`src/rtl/core/mrfc_pkg.sv`:
```
// Shared constants, item types and the CRC-16 byte update of the request frame checker.
`default_nettype none

package mrfc_pkg;

   // CRC-16, reflected form
   localparam logic [15:0] CRC_INIT = 16'hFFFF;
   localparam logic [15:0] CRC_POLY = 16'hA001;

   // accepted function codes
   localparam logic [7:0] FUNC_LOW  = 8'h03;
   localparam logic [7:0] FUNC_HIGH = 8'h06;

   // frame length and byte counter ceiling
   localparam logic [3:0] FRAME_LEN = 4'd8;
   localparam logic [3:0] COUNT_SAT = 4'd9;

   // verdict codes, first failing check wins
   typedef enum logic [2:0] {
      VERDICT_OK           = 3'd0,
      VERDICT_BAD_LENGTH   = 3'd1,
      VERDICT_BAD_FUNCTION = 3'd2,
      VERDICT_ZERO_ADDRESS = 3'd3,
      VERDICT_CRC_MISMATCH = 3'd4
   } verdict_type;

   // one received byte as held in the input register
   typedef struct packed {
      logic [7:0] rx_byte;
      logic       frame_end;
   } rx_item_type;

   // one frame verdict with the captured fields
   typedef struct packed {
      verdict_type verdict;
      logic [7:0]  station_address;
      logic [7:0]  function_code;
      logic [15:0] register_address;
      logic [15:0] data_word;
   } result_type;

   // fold one byte into the CRC, low bit first
   function automatic logic [15:0] crc_update(input logic [15:0] crc, input logic [7:0] data);
      logic [15:0] c;
      c = crc ^ {8'h00, data};
      for (int k = 0; k < 8; k++) begin
         c = c[0] ? ((c >> 1) ^ CRC_POLY) : (c >> 1);
      end
      return c;
   endfunction

endpackage

`default_nettype wire

```
`src/rtl/core/mrfc_req_if.sv`:
```
// Request byte channel: valid, ready and one received byte with its end-of-frame flag.
`default_nettype none

interface mrfc_req_if;
   logic       valid;
   logic       ready;
   logic [7:0] rx_byte;
   logic       frame_end;

   modport source (output valid, output rx_byte, output frame_end, input ready);
   modport sink (input valid, input rx_byte, input frame_end, output ready);
endinterface

`default_nettype wire

```
`src/rtl/core/mrfc_rsp_if.sv`:
```
// Verdict channel: valid, ready and one frame verdict with its captured fields.
`default_nettype none

interface mrfc_rsp_if;
   logic        valid;
   logic        ready;
   logic [2:0]  verdict;
   logic [7:0]  station_address;
   logic [7:0]  function_code;
   logic [15:0] register_address;
   logic [15:0] data_word;

   modport source (output valid, output verdict, output station_address,
                   output function_code, output register_address, output data_word,
                   input ready);
   modport sink (input valid, input verdict, input station_address,
                 input function_code, input register_address, input data_word,
                 output ready);
endinterface

`default_nettype wire

```
`src/rtl/core/modbus_request_frame_checker_unit.sv`:
```
// Modbus RTU request frame checker: CRC-16 and field checks over a byte stream, one verdict per frame.
//
// req_chan carries one received byte per item, with frame_end set on the last byte of a frame.
// rsp_chan carries one item per frame: the verdict (ok, bad length, bad function, zero
// register address, CRC mismatch, first failing check wins) and the captured station,
// function code, register address and data word. Bytes without frame_end give no item.
// Throughput: one byte per clock while no end byte waits in the input register for room in the
// result register. The byte-wide CRC update, the field capture and the verdict sit between the
// input register and the result register. A byte taken from the input register is folded into
// the frame state; for an end byte the verdict is written into the result register as it is taken.
// Stall: the result register holds the verdict while rsp_chan.ready is low. Ordinary
// bytes keep flowing; a second end byte waits in the input register, and req_chan.ready
// drops only once that register is full and cannot drain.
// Reset (synchronous, active high) empties both registers and restarts the frame state:
// byte count 0, CRC 0xFFFF, captured fields 0. The state also restarts after every verdict.
`default_nettype none

module modbus_request_frame_checker_unit (
   input  wire        clock,
   input  wire        reset,
   mrfc_req_if.sink   req_chan,
   mrfc_rsp_if.source rsp_chan
);

   logic                  item_valid;
   mrfc_pkg::rx_item_type item;
   logic                  take;
   logic                  out_free;
   logic                  res_valid;
   mrfc_pkg::result_type  res;

   mrfc_in_stage u_in_stage (
      .clock      (clock),
      .reset      (reset),
      .req_chan   (req_chan),
      .take       (take),
      .item_valid (item_valid),
      .item       (item)
   );

   mrfc_frame_core u_frame_core (
      .clock      (clock),
      .reset      (reset),
      .item_valid (item_valid),
      .item       (item),
      .out_free   (out_free),
      .take       (take),
      .res_valid  (res_valid),
      .res        (res)
   );

   mrfc_out_stage u_out_stage (
      .clock     (clock),
      .reset     (reset),
      .res_valid (res_valid),
      .res       (res),
      .out_free  (out_free),
      .rsp_chan  (rsp_chan)
   );

endmodule

`default_nettype wire

```
`src/rtl/core/mrfc_in_stage.sv`:
```
// Input register: holds one accepted byte until the frame logic takes it.
`default_nettype none

module mrfc_in_stage (
   input  wire                   clock,
   input  wire                   reset,
   mrfc_req_if.sink              req_chan,
   input  wire                   take,
   output logic                  item_valid,
   output mrfc_pkg::rx_item_type item
);

   logic                  vld_ff, vld_in;
   mrfc_pkg::rx_item_type item_ff;
   logic                  load;

   // accept when empty or when the held item leaves this cycle
   assign req_chan.ready = !vld_ff || take;
   assign load           = req_chan.valid && req_chan.ready;

   always_comb begin
      if (load) begin
         vld_in = 1'b1;
      end else if (take) begin
         vld_in = 1'b0;
      end else begin
         vld_in = vld_ff;
      end
   end

   always_ff @(posedge clock) begin
      if (reset) begin
         vld_ff <= 1'b0;
      end else begin
         vld_ff <= vld_in;
      end
   end

   // hold the byte payload
   always_ff @(posedge clock) begin
      if (load) begin
         item_ff.rx_byte   <= req_chan.rx_byte;
         item_ff.frame_end <= req_chan.frame_end;
      end
   end

   assign item_valid = vld_ff;
   assign item       = item_ff;

endmodule

`default_nettype wire

```
`src/rtl/core/mrfc_frame_core.sv`:
```
// Frame state: byte counter, CRC accumulator, field capture and the end-of-frame verdict.
`default_nettype none

module mrfc_frame_core (
   input  wire                   clock,
   input  wire                   reset,
   input  wire                   item_valid,
   input  mrfc_pkg::rx_item_type item,
   input  wire                   out_free,
   output logic                  take,
   output logic                  res_valid,
   output mrfc_pkg::result_type  res
);

   // byte positions within the frame
   localparam logic [3:0] POS_STATION  = 4'd0;
   localparam logic [3:0] POS_FUNCTION = 4'd1;
   localparam logic [3:0] POS_ADDR_HI  = 4'd2;
   localparam logic [3:0] POS_ADDR_LO  = 4'd3;
   localparam logic [3:0] POS_DATA_HI  = 4'd4;
   localparam logic [3:0] POS_DATA_LO  = 4'd5;
   localparam logic [3:0] POS_CRC_LO   = 4'd6;
   localparam logic [3:0] POS_CRC_HI   = 4'd7;

   logic [3:0]  count_ff, count_in;
   logic [15:0] crc_ff, crc_in;
   logic [7:0]  station_ff, station_in;
   logic [7:0]  function_ff, function_in;
   logic [15:0] address_ff, address_in;
   logic [15:0] value_ff, value_in;
   logic [15:0] crc_rx_ff, crc_rx_in;

   // an end byte waits until the result register has room
   assign take      = item_valid && (!item.frame_end || out_free);
   assign res_valid = take && item.frame_end;

   // fold the byte into the frame state
   always_comb begin
      station_in  = station_ff;
      function_in = function_ff;
      address_in  = address_ff;
      value_in    = value_ff;
      crc_rx_in   = crc_rx_ff;
      crc_in      = (count_ff < POS_CRC_LO) ? mrfc_pkg::crc_update(crc_ff, item.rx_byte)
                                            : crc_ff;
      count_in    = (count_ff < mrfc_pkg::COUNT_SAT) ? count_ff + 4'd1 : count_ff;
      case (count_ff)
         POS_STATION:  station_in  = item.rx_byte;
         POS_FUNCTION: function_in = item.rx_byte;
         POS_ADDR_HI:  address_in  = {item.rx_byte, address_ff[7:0]};
         POS_ADDR_LO:  address_in  = {address_ff[15:8], item.rx_byte};
         POS_DATA_HI:  value_in    = {item.rx_byte, value_ff[7:0]};
         POS_DATA_LO:  value_in    = {value_ff[15:8], item.rx_byte};
         POS_CRC_LO:   crc_rx_in   = {crc_rx_ff[15:8], item.rx_byte};
         POS_CRC_HI:   crc_rx_in   = {item.rx_byte, crc_rx_ff[7:0]};
         default:      ;
      endcase
   end

   // judge the frame on its last byte
   always_comb begin
      if (count_in != mrfc_pkg::FRAME_LEN) begin
         res.verdict = mrfc_pkg::VERDICT_BAD_LENGTH;
      end else if (function_in < mrfc_pkg::FUNC_LOW || function_in > mrfc_pkg::FUNC_HIGH) begin
         res.verdict = mrfc_pkg::VERDICT_BAD_FUNCTION;
      end else if (address_in == 16'h0000) begin
         res.verdict = mrfc_pkg::VERDICT_ZERO_ADDRESS;
      end else if (crc_in != crc_rx_in) begin
         res.verdict = mrfc_pkg::VERDICT_CRC_MISMATCH;
      end else begin
         res.verdict = mrfc_pkg::VERDICT_OK;
      end
      res.station_address  = station_in;
      res.function_code    = function_in;
      res.register_address = address_in;
      res.data_word        = value_in;
   end

   // advance on each byte taken, clear after the last one
   always_ff @(posedge clock) begin
      if (reset || res_valid) begin
         count_ff    <= 4'd0;
         crc_ff      <= mrfc_pkg::CRC_INIT;
         station_ff  <= 8'h00;
         function_ff <= 8'h00;
         address_ff  <= 16'h0000;
         value_ff    <= 16'h0000;
         crc_rx_ff   <= 16'h0000;
      end else if (take) begin
         count_ff    <= count_in;
         crc_ff      <= crc_in;
         station_ff  <= station_in;
         function_ff <= function_in;
         address_ff  <= address_in;
         value_ff    <= value_in;
         crc_rx_ff   <= crc_rx_in;
      end
   end

endmodule

`default_nettype wire

```
`src/rtl/core/mrfc_out_stage.sv`:
```
// Result register: holds one verdict item until the receiver takes it.
`default_nettype none

module mrfc_out_stage (
   input  wire                  clock,
   input  wire                  reset,
   input  wire                  res_valid,
   input  mrfc_pkg::result_type res,
   output logic                 out_free,
   mrfc_rsp_if.source           rsp_chan
);

   logic                 vld_ff, vld_in;
   mrfc_pkg::result_type res_ff;

   // room when empty or when the held item is taken this cycle
   assign out_free = !vld_ff || rsp_chan.ready;

   always_comb begin
      if (res_valid) begin
         vld_in = 1'b1;
      end else if (rsp_chan.ready) begin
         vld_in = 1'b0;
      end else begin
         vld_in = vld_ff;
      end
   end

   always_ff @(posedge clock) begin
      if (reset) begin
         vld_ff <= 1'b0;
      end else begin
         vld_ff <= vld_in;
      end
   end

   // hold the result payload
   always_ff @(posedge clock) begin
      if (res_valid) begin
         res_ff <= res;
      end
   end

   assign rsp_chan.valid            = vld_ff;
   assign rsp_chan.verdict          = res_ff.verdict;
   assign rsp_chan.station_address  = res_ff.station_address;
   assign rsp_chan.function_code    = res_ff.function_code;
   assign rsp_chan.register_address = res_ff.register_address;
   assign rsp_chan.data_word        = res_ff.data_word;

endmodule

`default_nettype wire
```
`src/flat_wrapper.sv`:
```
// flat-port wrapper written by rule: the top's interface ports become plain ports
module modbus_request_frame_checker_unit_flat 
  (clock, reset, req_chan_valid, req_chan_rx_byte, req_chan_frame_end, req_chan_ready, rsp_chan_valid, rsp_chan_verdict, rsp_chan_station_address, rsp_chan_function_code, rsp_chan_register_address, rsp_chan_data_word, rsp_chan_ready);
  mrfc_req_if req_chan_i ();
  mrfc_rsp_if rsp_chan_i ();
  input  wire clock;
  input  wire reset;
  input wire logic [$bits(req_chan_i.valid)-1:0] req_chan_valid;
  input wire logic [$bits(req_chan_i.rx_byte)-1:0] req_chan_rx_byte;
  input wire logic [$bits(req_chan_i.frame_end)-1:0] req_chan_frame_end;
  output wire logic [$bits(req_chan_i.ready)-1:0] req_chan_ready;
  output wire logic [$bits(rsp_chan_i.valid)-1:0] rsp_chan_valid;
  output wire logic [$bits(rsp_chan_i.verdict)-1:0] rsp_chan_verdict;
  output wire logic [$bits(rsp_chan_i.station_address)-1:0] rsp_chan_station_address;
  output wire logic [$bits(rsp_chan_i.function_code)-1:0] rsp_chan_function_code;
  output wire logic [$bits(rsp_chan_i.register_address)-1:0] rsp_chan_register_address;
  output wire logic [$bits(rsp_chan_i.data_word)-1:0] rsp_chan_data_word;
  input wire logic [$bits(rsp_chan_i.ready)-1:0] rsp_chan_ready;
  assign req_chan_i.valid = req_chan_valid;
  assign req_chan_i.rx_byte = req_chan_rx_byte;
  assign req_chan_i.frame_end = req_chan_frame_end;
  assign req_chan_ready = req_chan_i.ready;
  assign rsp_chan_valid = rsp_chan_i.valid;
  assign rsp_chan_verdict = rsp_chan_i.verdict;
  assign rsp_chan_station_address = rsp_chan_i.station_address;
  assign rsp_chan_function_code = rsp_chan_i.function_code;
  assign rsp_chan_register_address = rsp_chan_i.register_address;
  assign rsp_chan_data_word = rsp_chan_i.data_word;
  assign rsp_chan_i.ready = rsp_chan_ready;
  modbus_request_frame_checker_unit u_core (.clock(clock), .reset(reset), .req_chan(req_chan_i), .rsp_chan(rsp_chan_i));
endmodule
```
`config.mk`:
```
export PLATFORM = sky130hd
export DESIGN_NAME = modbus_request_frame_checker_unit_flat
export DESIGN_NICKNAME = d
export VERILOG_FILES = /design/src/rtl/core/mrfc_pkg.sv /design/src/rtl/core/mrfc_req_if.sv /design/src/rtl/core/mrfc_rsp_if.sv /design/src/rtl/core/modbus_request_frame_checker_unit.sv /design/src/rtl/core/mrfc_in_stage.sv /design/src/rtl/core/mrfc_frame_core.sv /design/src/rtl/core/mrfc_out_stage.sv /design/src/flat_wrapper.sv
export SDC_FILE = /design/constraint.sdc
export NUM_CORES = 1
export LEC_CHECK = 0
export BUFFER_PORTS_ARGS = -buffer_cell sky130_fd_sc_hd__buf_2
export CORE_MARGIN = 2
export CORE_UTILIZATION = 40
export DETAILED_ROUTE_END_ITERATION = 10
export GPL_TIMING_DRIVEN = 0
export SLEW_MARGIN = 10
export SYNTH_ARGS = -nofsm -noshare
export SYNTH_HDL_FRONTEND = slang
export SYNTH_SLANG_ARGS = --single-unit
```
`constraint.sdc`:
```
create_clock -name clock -period 3.1 [get_ports clock]
set_input_delay 0.155 -clock clock [delete_from_list [all_inputs] [get_ports clock]]
set_output_delay 0.155 -clock clock [all_outputs]
set_load 0.01 [all_outputs]
```
---- Word-level counts from Yosys, hierarchy flattened ----
Index checks and enable logic that the tools add are counted.
word-level totals
  register bits after elaboration ......... 146
  bits of input ports ..................... 13
  output and inout bits ................... 53
  word-level logic and storage cells ...... 78
operators by class
  add/sub/neg operators ................... 1
  magnitude comparators ................... 4
  equality and inequality tests ........... 9
  multiplexer cells ....................... 22
  bitwise gates (word level) .............. 9
  reduce and logical (&&, ||, !) cells .... 16
operators by type and width
  operator               count
  $mux W16               9
  $pmux W16 S2           3
  $not A2 Y3             8
  $eq A4 B3 Y1 const B   4
  $logic_not A16 Y1      1
  $mux W8                2
  $ne A16 B16 Y1         1
  $xor A16 B8 Y16        1
  $eq A4 B2 Y1 const B   2
  $gt A8 B3 Y1 const B   1
  $lt A8 B2 Y1 const B   1
  $logic_or A1 B1 Y1     5
  $add A4 B1 Y4 const B  1
  $eq A4 B1 Y1 const B   1
  $logic_not A4 Y1       1
  $lt A4 B3 Y1 const B   1
  $lt A4 B4 Y1 const B   1
  $mux W1                4
  $mux W2                2
  $mux W4                1
  $ne A4 B4 Y1 const B   1
  $reduce_bool A2 Y1     2
  $logic_and A1 B1 Y1    3
  $logic_not A1 Y1       3
  2 further kinds        2

---- Longest topological paths before layout ----
  word-level depth ........................ 22
  mapped depth ............................ 10

---- Hierarchy ----
A second synthesis with hierarchy kept.
unflattened totals
  cells, all modules ...................... 632
  area, all modules ....................... 6,506.2 um^2
modules (own cells, without submodules)
  module           instances  cells each  area an instance (um^2)  sequential area each (um^2)
  mrfc_frame_core  1          563         4,603.2                  1,681.6
  mrfc_out_stage   1          55          1,577.8                  1,551.5
  mrfc_in_stage    1          14          325.3                    290.3

---- Least setup slack after synthesis ----
Ideal clock, no wire load.
  path type ............................... register -> register
  start ................................... register u_core.u_out_stage.vld_ff (netlist: u_core.u_out_stage.rsp_chan.valid)
  end ..................................... register u_core.u_frame_core.address_ff[0]
  arrival time ............................ 3,173 ps
  data required time ...................... 2,968 ps
  setup slack ............................. -205 ps
  cell stages (with the launch flop) ...... 10
  clock period less this slack ............ 3,305 ps
  path through ............................ dfxtp_1 > nor2b_1 > nand2_1 > and3_1 > clkbuf_1 > or2_1 > clkbuf_1 > clkbuf_1 > buf_1 > a21oi_1
between the ends
  cells in the longest elaborated chain, start to end .. 6
RTL lines
  what                    RTL line                                 RTL
  from (decl)             mrfc_out_stage.sv:13                     logic vld_ff, vld_in;
  from (signal assigned)  mrfc_out_stage.sv:33                     vld_ff <= vld_in;
  $logic_not A1 Y1        mrfc_out_stage.sv:17                     assign out_free = !vld_ff || rsp_chan.ready;
  $logic_or A1 B1 Y1      mrfc_out_stage.sv:17
  $logic_or A1 B1 Y1      mrfc_frame_core.sv:34                    assign take = item_valid && (!item.frame_end || out_free);
  $logic_and A1 B1 Y1     mrfc_frame_core.sv:34
  $logic_and A1 B1 Y1     mrfc_frame_core.sv:35                    assign res_valid = take && item.frame_end;
  net u_core.res_valid    modbus_request_frame_checker_unit.sv:29  logic res_valid;
  $logic_or A1 B1 Y1      mrfc_frame_core.sv:81                    if (reset || res_valid) begin
  to (signal assigned)    mrfc_frame_core.sv:94                    address_ff <= address_in;
  to (decl)               mrfc_frame_core.sv:29                    logic [15:0] address_ff, address_in;
The timed path passes the listed nets, and every way through them passes these cells.
A chain may end at the register's enable or synchronous reset.

---- Worst setup path in the final report ----
  start ................................... register u_core.u_frame_core.count_ff[0]
  end ..................................... register u_core.u_out_stage.res_ff (netlist bit u_core.u_out_stage.rsp_chan.verdict[2]) (data pin)
between the ends
  cells in the longest elaborated chain, start to end .. 5
  elaborated cells on any way between the ends .. 21
  those cells by class .................... 1 x add/sub; 4 x order compare; 7 x eq/ne; 6 x mux; 3 x reduce/logical
RTL lines
  what                                                 RTL line               RTL
  from (decl)                                          mrfc_frame_core.sv:25  logic [3:0] count_ff, count_in;
  from (signal assigned)                               mrfc_frame_core.sv:90  count_ff <= count_in;
  $eq A4 B1 Y1                                         mrfc_frame_core.sv:47  case (count_ff)
  $mux W8                                              mrfc_frame_core.sv:47
  $lt A8 B2 Y1 / $gt A8 B3 Y1 (equally long branches)  mrfc_frame_core.sv:64  end else if (function_in < mrfc_pkg::FUNC_LOW || function_in > mrfc_pkg::FUNC_HIGH) begin
  $logic_or A1 B1 Y1                                   mrfc_frame_core.sv:64
  $reduce_or A3 Y1 (no line)                           -
  to (signal assigned)                                 mrfc_out_stage.sv:40   res_ff <= res;
  to (decl)                                            mrfc_out_stage.sv:14   mrfc_pkg::result_type res_ff;
Several ways; a longest one is shown, not always the timed one.

==> insert_results.sql <==
INSERT INTO impl_metrics (metric_group, metric, value, unit) VALUES
('route', 'routed_via_density', '5.23', ''),
('critical_path', 'timing.critical_path.mode_cell', 'nor3_1', ''),
('floorplanning', 'fp.coreArea', '15900', 'µm²'),
('clocking', 'cts_setup_buffers', '0', ''),
('placement', 'io_buffer_count', '65', ''),
('status', 'outcome', 'finished, final reports clean', ''),
('sta', 'worst_pin_slew', '0.875', 'ns'),
('global_routing', 'antenna_found_initial', '0', ''),
('finish', 'post-route-cell-area', '7810', 'µm²'),
('power_and_ir_drop', 'vdd_drop_max', '0.404', 'mV'),
('yosys', 'synth_cells', '640', ''),
('yosys', 'dominantRegCellSynth', 'dfxtp_1', ''),
('yosys', 'synth_top_cell_by_area', 'edfxtp_1', ''),
('yosys', 'synthDominantCellAreaShare', '27.8', '%'),
('critical_path', 'crit_path_end_kind', 'flop', ''),
('finish', 'layout-drive-gt1-share', '18.1', '%'),
('placement', 'placed_cells', '921', ''),
('global_routing', 'wire_length_of_the_first_global_routing_pass', '25.3', 'mm'),
('floorplanning', 'design.die.area', '17300', 'µm²'),
('sta', 'fin_crit', '2.81', 'ns'),
('floorplanning', 'die_width', '131', 'µm'),
('route', 'detail_route.first_pass.iterations', '5', ''),
('sta', 'slew_headroom', '41.4', '%'),
('critical_path', 'critical_path.cell_chain', 'inv_1 -> ha_1 -> and3b_1 -> buf_4 -> a22oi_1 -> xor2_1 -> nor3_1 -> nand4_1 -> nor3_1 -> a41oi_2', ''),
('placement', 'routabilityCongestion', '0.855', ''),
('yosys', 'synth.top_cells.by_area', 'edfxtp_1 28%, dfxtp_1 27%, nand2_1 7.2%', ''),
('yosys', 'synth_fp_nets', '658', ''),
('route', 'route.antenna.remaining_nets', '0', ''),
('critical_path', 'worstSetupPathType', 'reg2reg', ''),
('finish', 'number_of_inserted_diodes', '0', ''),
('finish', 'final_cell_count_no_fill', '963', ''),
('yosys', 'synth.ff_latch_count', '146', ''),
('floorplanning', 'initial_util', '40.8', '%'),
('yosys', 'netlist_area', '6490', 'µm²'),
('critical_path', 'cp.arrival', '2.97', 'ns'),
('power_and_ir_drop', 'cellPowerDensity', '616', 'nW/µm²'),
('global_routing', 'number_of_global_route_vias_before_repair', '4799', ''),
('global_routing', 'grt_start_max_net_pins', '55', ''),
('sta', 'slew_viol_final', '0', ''),
('route', 'finalWirelength', '16.1', 'mm'),
('sta', 'maxClockFrequency', '356', 'MHz'),
('critical_path', 'crit_path_start_kind', 'flop', ''),
('global_routing', 'globalRouteOverflowTotal', '0', ''),
('sta', 'finalClockSkew', '0.00864', 'ns'),
('route', 'route.vias.total', '5039', ''),
('critical_path', 'cp_max_fanout', '10', ''),
('clocking', 'clock_tree.buffer_depth', '2', ''),
('clocking', 'clock_sink_count', '146', ''),
('finish', 'area_growth', '20.4', '%'),
('global_routing', 'grt_use_total', '19.0', '%'),
('finish', 'layout.nets', '752', ''),
('yosys', 'async_reset_ff_share', '0', '%'),
('clocking', 'insertion_delay', '0.43', 'ns'),
('yosys', 'synthesis.yosys.warnings', '0', ''),
('placement', 'post_place_cell_area', '7080', 'µm²'),
('clocking', 'cts.reportedPaths.clkPinSlew', '0.06', 'ns'),
('sta', 'fin_crit_sh', '90.6', '%'),
('placement', 'place_hpwl', '10.8', 'mm'),
('sta', 'setup_violations', '0', ''),
('clocking', 'clock_tree.root_cell', 'clkbuf_16', ''),
('power_and_ir_drop', 'leakage', '2.89', 'nW'),
('yosys', 'syn_avg_cell_area', '10.1', 'µm²'),
('clocking', 'cts_buffers', '17', ''),
('route', 'route.detailed.drc', '0', ''),
('placement', 'place_ws', '-0.168', 'ns'),
('route', 'initialDrtViolationCount', '354', ''),
('hold_path', 'hp-class', 'in2reg', ''),
('sta', 'grt_setup_unrepaired', 'no', ''),
('yosys', 'synth-seq-area-share', '54.3', '%'),
('route', 'detail_route.wl_per_cell', '16.7', 'µm'),
('critical_path', 'required_time_worst_endpoint', '3.26', 'ns'),
('sta', 'worst_slack', '0.292', 'ns'),
('job', 'maxCapViolCount', '0', ''),
('yosys', 'synth_cell_types', '50', ''),
('clocking', 'cts.htree.levels', '4', ''),
('critical_path', 'critical-path-max-stage-delay', '0.41', 'ns'),
('yosys', 'synth_edf_count', '60', ''),
('critical_path', 'critical-path-slowest-cell', 'dfxtp_1', ''),
('floorplanning', 'design.portCount', '66', ''),
('floorplanning', 'die_height', '131', 'µm'),
('clocking', 'tritoncts', 'built', ''),
('sta', 'timing_hold_violations_final', '0', ''),
('floorplanning', 'fp-row-count', '46', '');
-- Yosys cell counts, types with 14 or more instances --
cell type  instances
nor2_1            38
dfxtp_1           86
a22oi_1           16
mux2_2            16
edfxtp_1          60
a21oi_1           51
nor3_1            14
xnor2_1           21
o21ai_0           14
nand2_1          124
clkbuf_1          37
nand3_1           17
a22o_1            29
-- critical path: cells and delay by family, from the launching register on --
family	cells	cell delay, ns
fa+ha+maj	1	0.34
buf+inv	2	0.32
simple gates	4	0.95
xor+xnor	1	0.11
flops	1	0.41
compound gates	2	0.42
-- stage by stage --
| step | total power (W) | hold WS [ns] | utilization [%] | setup TNS, ns |
|---|---|---|---|---|
| finish | 0.00481 | 0.0674 | 49.2 | 0 |
| CTS | 0.00486 | 0.0422 | 49.2 | 0 |
| global placement | 0.00274 | 0.332 | 44.6 | -0.267 |
| detailed placement | 0.00275 | 0.333 | 44.6 | -4.21 |
| floorplan | 0.00259 | 0.224 | - | 0 |
| global route | 0.00499 | 0.0585 | 49.2 | 0 |
-- final cells by class --
type | count | area [µm²]
buffer | 51 | 238
clock buffer | 21 | 492
clock inverter | 11 | 124
fill | 1507 | 8070
inverter | 5 | 18.8
multi-input combinational | 437 | 2710
sequential | 146 | 3520
tap | 216 | 270
timing repair buffer | 76 | 435
-- what timing repair did --
action / in CTS / in global routing
pin swaps: 0 / 0
gates cloned: 0 / 0
hold endpoints to repair: 11 / 0
resized for setup: 2 / 2
endpoints found under the setup margin: 40 / 1
hold buffers: 11 / 0
-- worst paths after layout --
kind | slack [ns] | startpoint | endpoint | cells past startpoint
setup / recovery | 0.29 | u_core.u_frame_core.count_ff[0] | u_core.u_out_stage.rsp_chan.verdict[2] | 10
hold / removal | 0.07 | rsp_chan_ready | u_core.u_out_stage.rsp_chan.valid | 4
setup reg to reg | 0.29 | u_core.u_frame_core.count_ff[0] | u_core.u_out_stage.rsp_chan.verdict[2] | 10
hold reg to reg | 0.46 | u_core.u_frame_core.value_ff[10] | u_core.u_frame_core.value_ff[10] | 2
-- logic make-up after synthesis --
group                    Yosys count  synth area share, %
adder cells (fa/ha/maj)            5                0.965
AND/OR/NAND/NOR                  223                 15.0
multiplexers                      24                 4.01
AO/OA/AOI/OAI                    144                 14.9
flip-flops                       146                 54.3
XOR/XNOR                          41                 6.89
buffers and inverters             57                 3.94
-- registers in the layout, indices dropped and copies added (netlist names) --
name                                          flops
u_core.u_frame_core.address_ff                   16
u_core.u_frame_core.count_ff                      4
u_core.u_frame_core.crc_ff                       16
u_core.u_frame_core.crc_rx_ff                    16
u_core.u_frame_core.function_ff                   8
u_core.u_frame_core.station_ff                    8
u_core.u_frame_core.value_ff                     16
u_core.u_in_stage.item                            9
u_core.u_in_stage.item_valid                      1
u_core.u_out_stage.rsp_chan.data_word            16
u_core.u_out_stage.rsp_chan.function_code         8
u_core.u_out_stage.rsp_chan.register_address     16
u_core.u_out_stage.rsp_chan.station_address       8
u_core.u_out_stage.rsp_chan.valid                 1
u_core.u_out_stage.rsp_chan.verdict               3
-- where the power goes --
part           total [W]  switching (W)  internal [W]
combinational   0.000612       0.000347      0.000265
clock            0.00209       0.000796       0.00130
sequential       0.00210      0.0000390       0.00207
-- layer usage --
metal  up-vias  wire length [µm]  track usage (%)
li1       2455                 -                -
met1      2400              7230             24.8
met2       162              7620             30.3
met3        22               940             5.36
met4         0               265             6.76
met5         -                 0                0
-- placed cells by master, fill, tap and decap left out, types with 6 or more instances in the layout --
cell and instances:
mux2_2 16, buf_2 66, buf_1 7, clkbuf_1 34
o211ai_1 10, and2_1 6, dlygate4sd3_1 11, a22o_1 29
xnor2_1 21, a21oi_1 51, clkbuf_16 18, a211oi_1 13
a22oi_1 16, mux2i_1 8, o21ai_0 14, nor3_1 14
dfxtp_1 86, nor2_1 37, nand3_1 17, xor2_1 12
edfxtp_1 60, nand2_1 124
No activity file was read; power rests on OpenSTA's default activity.
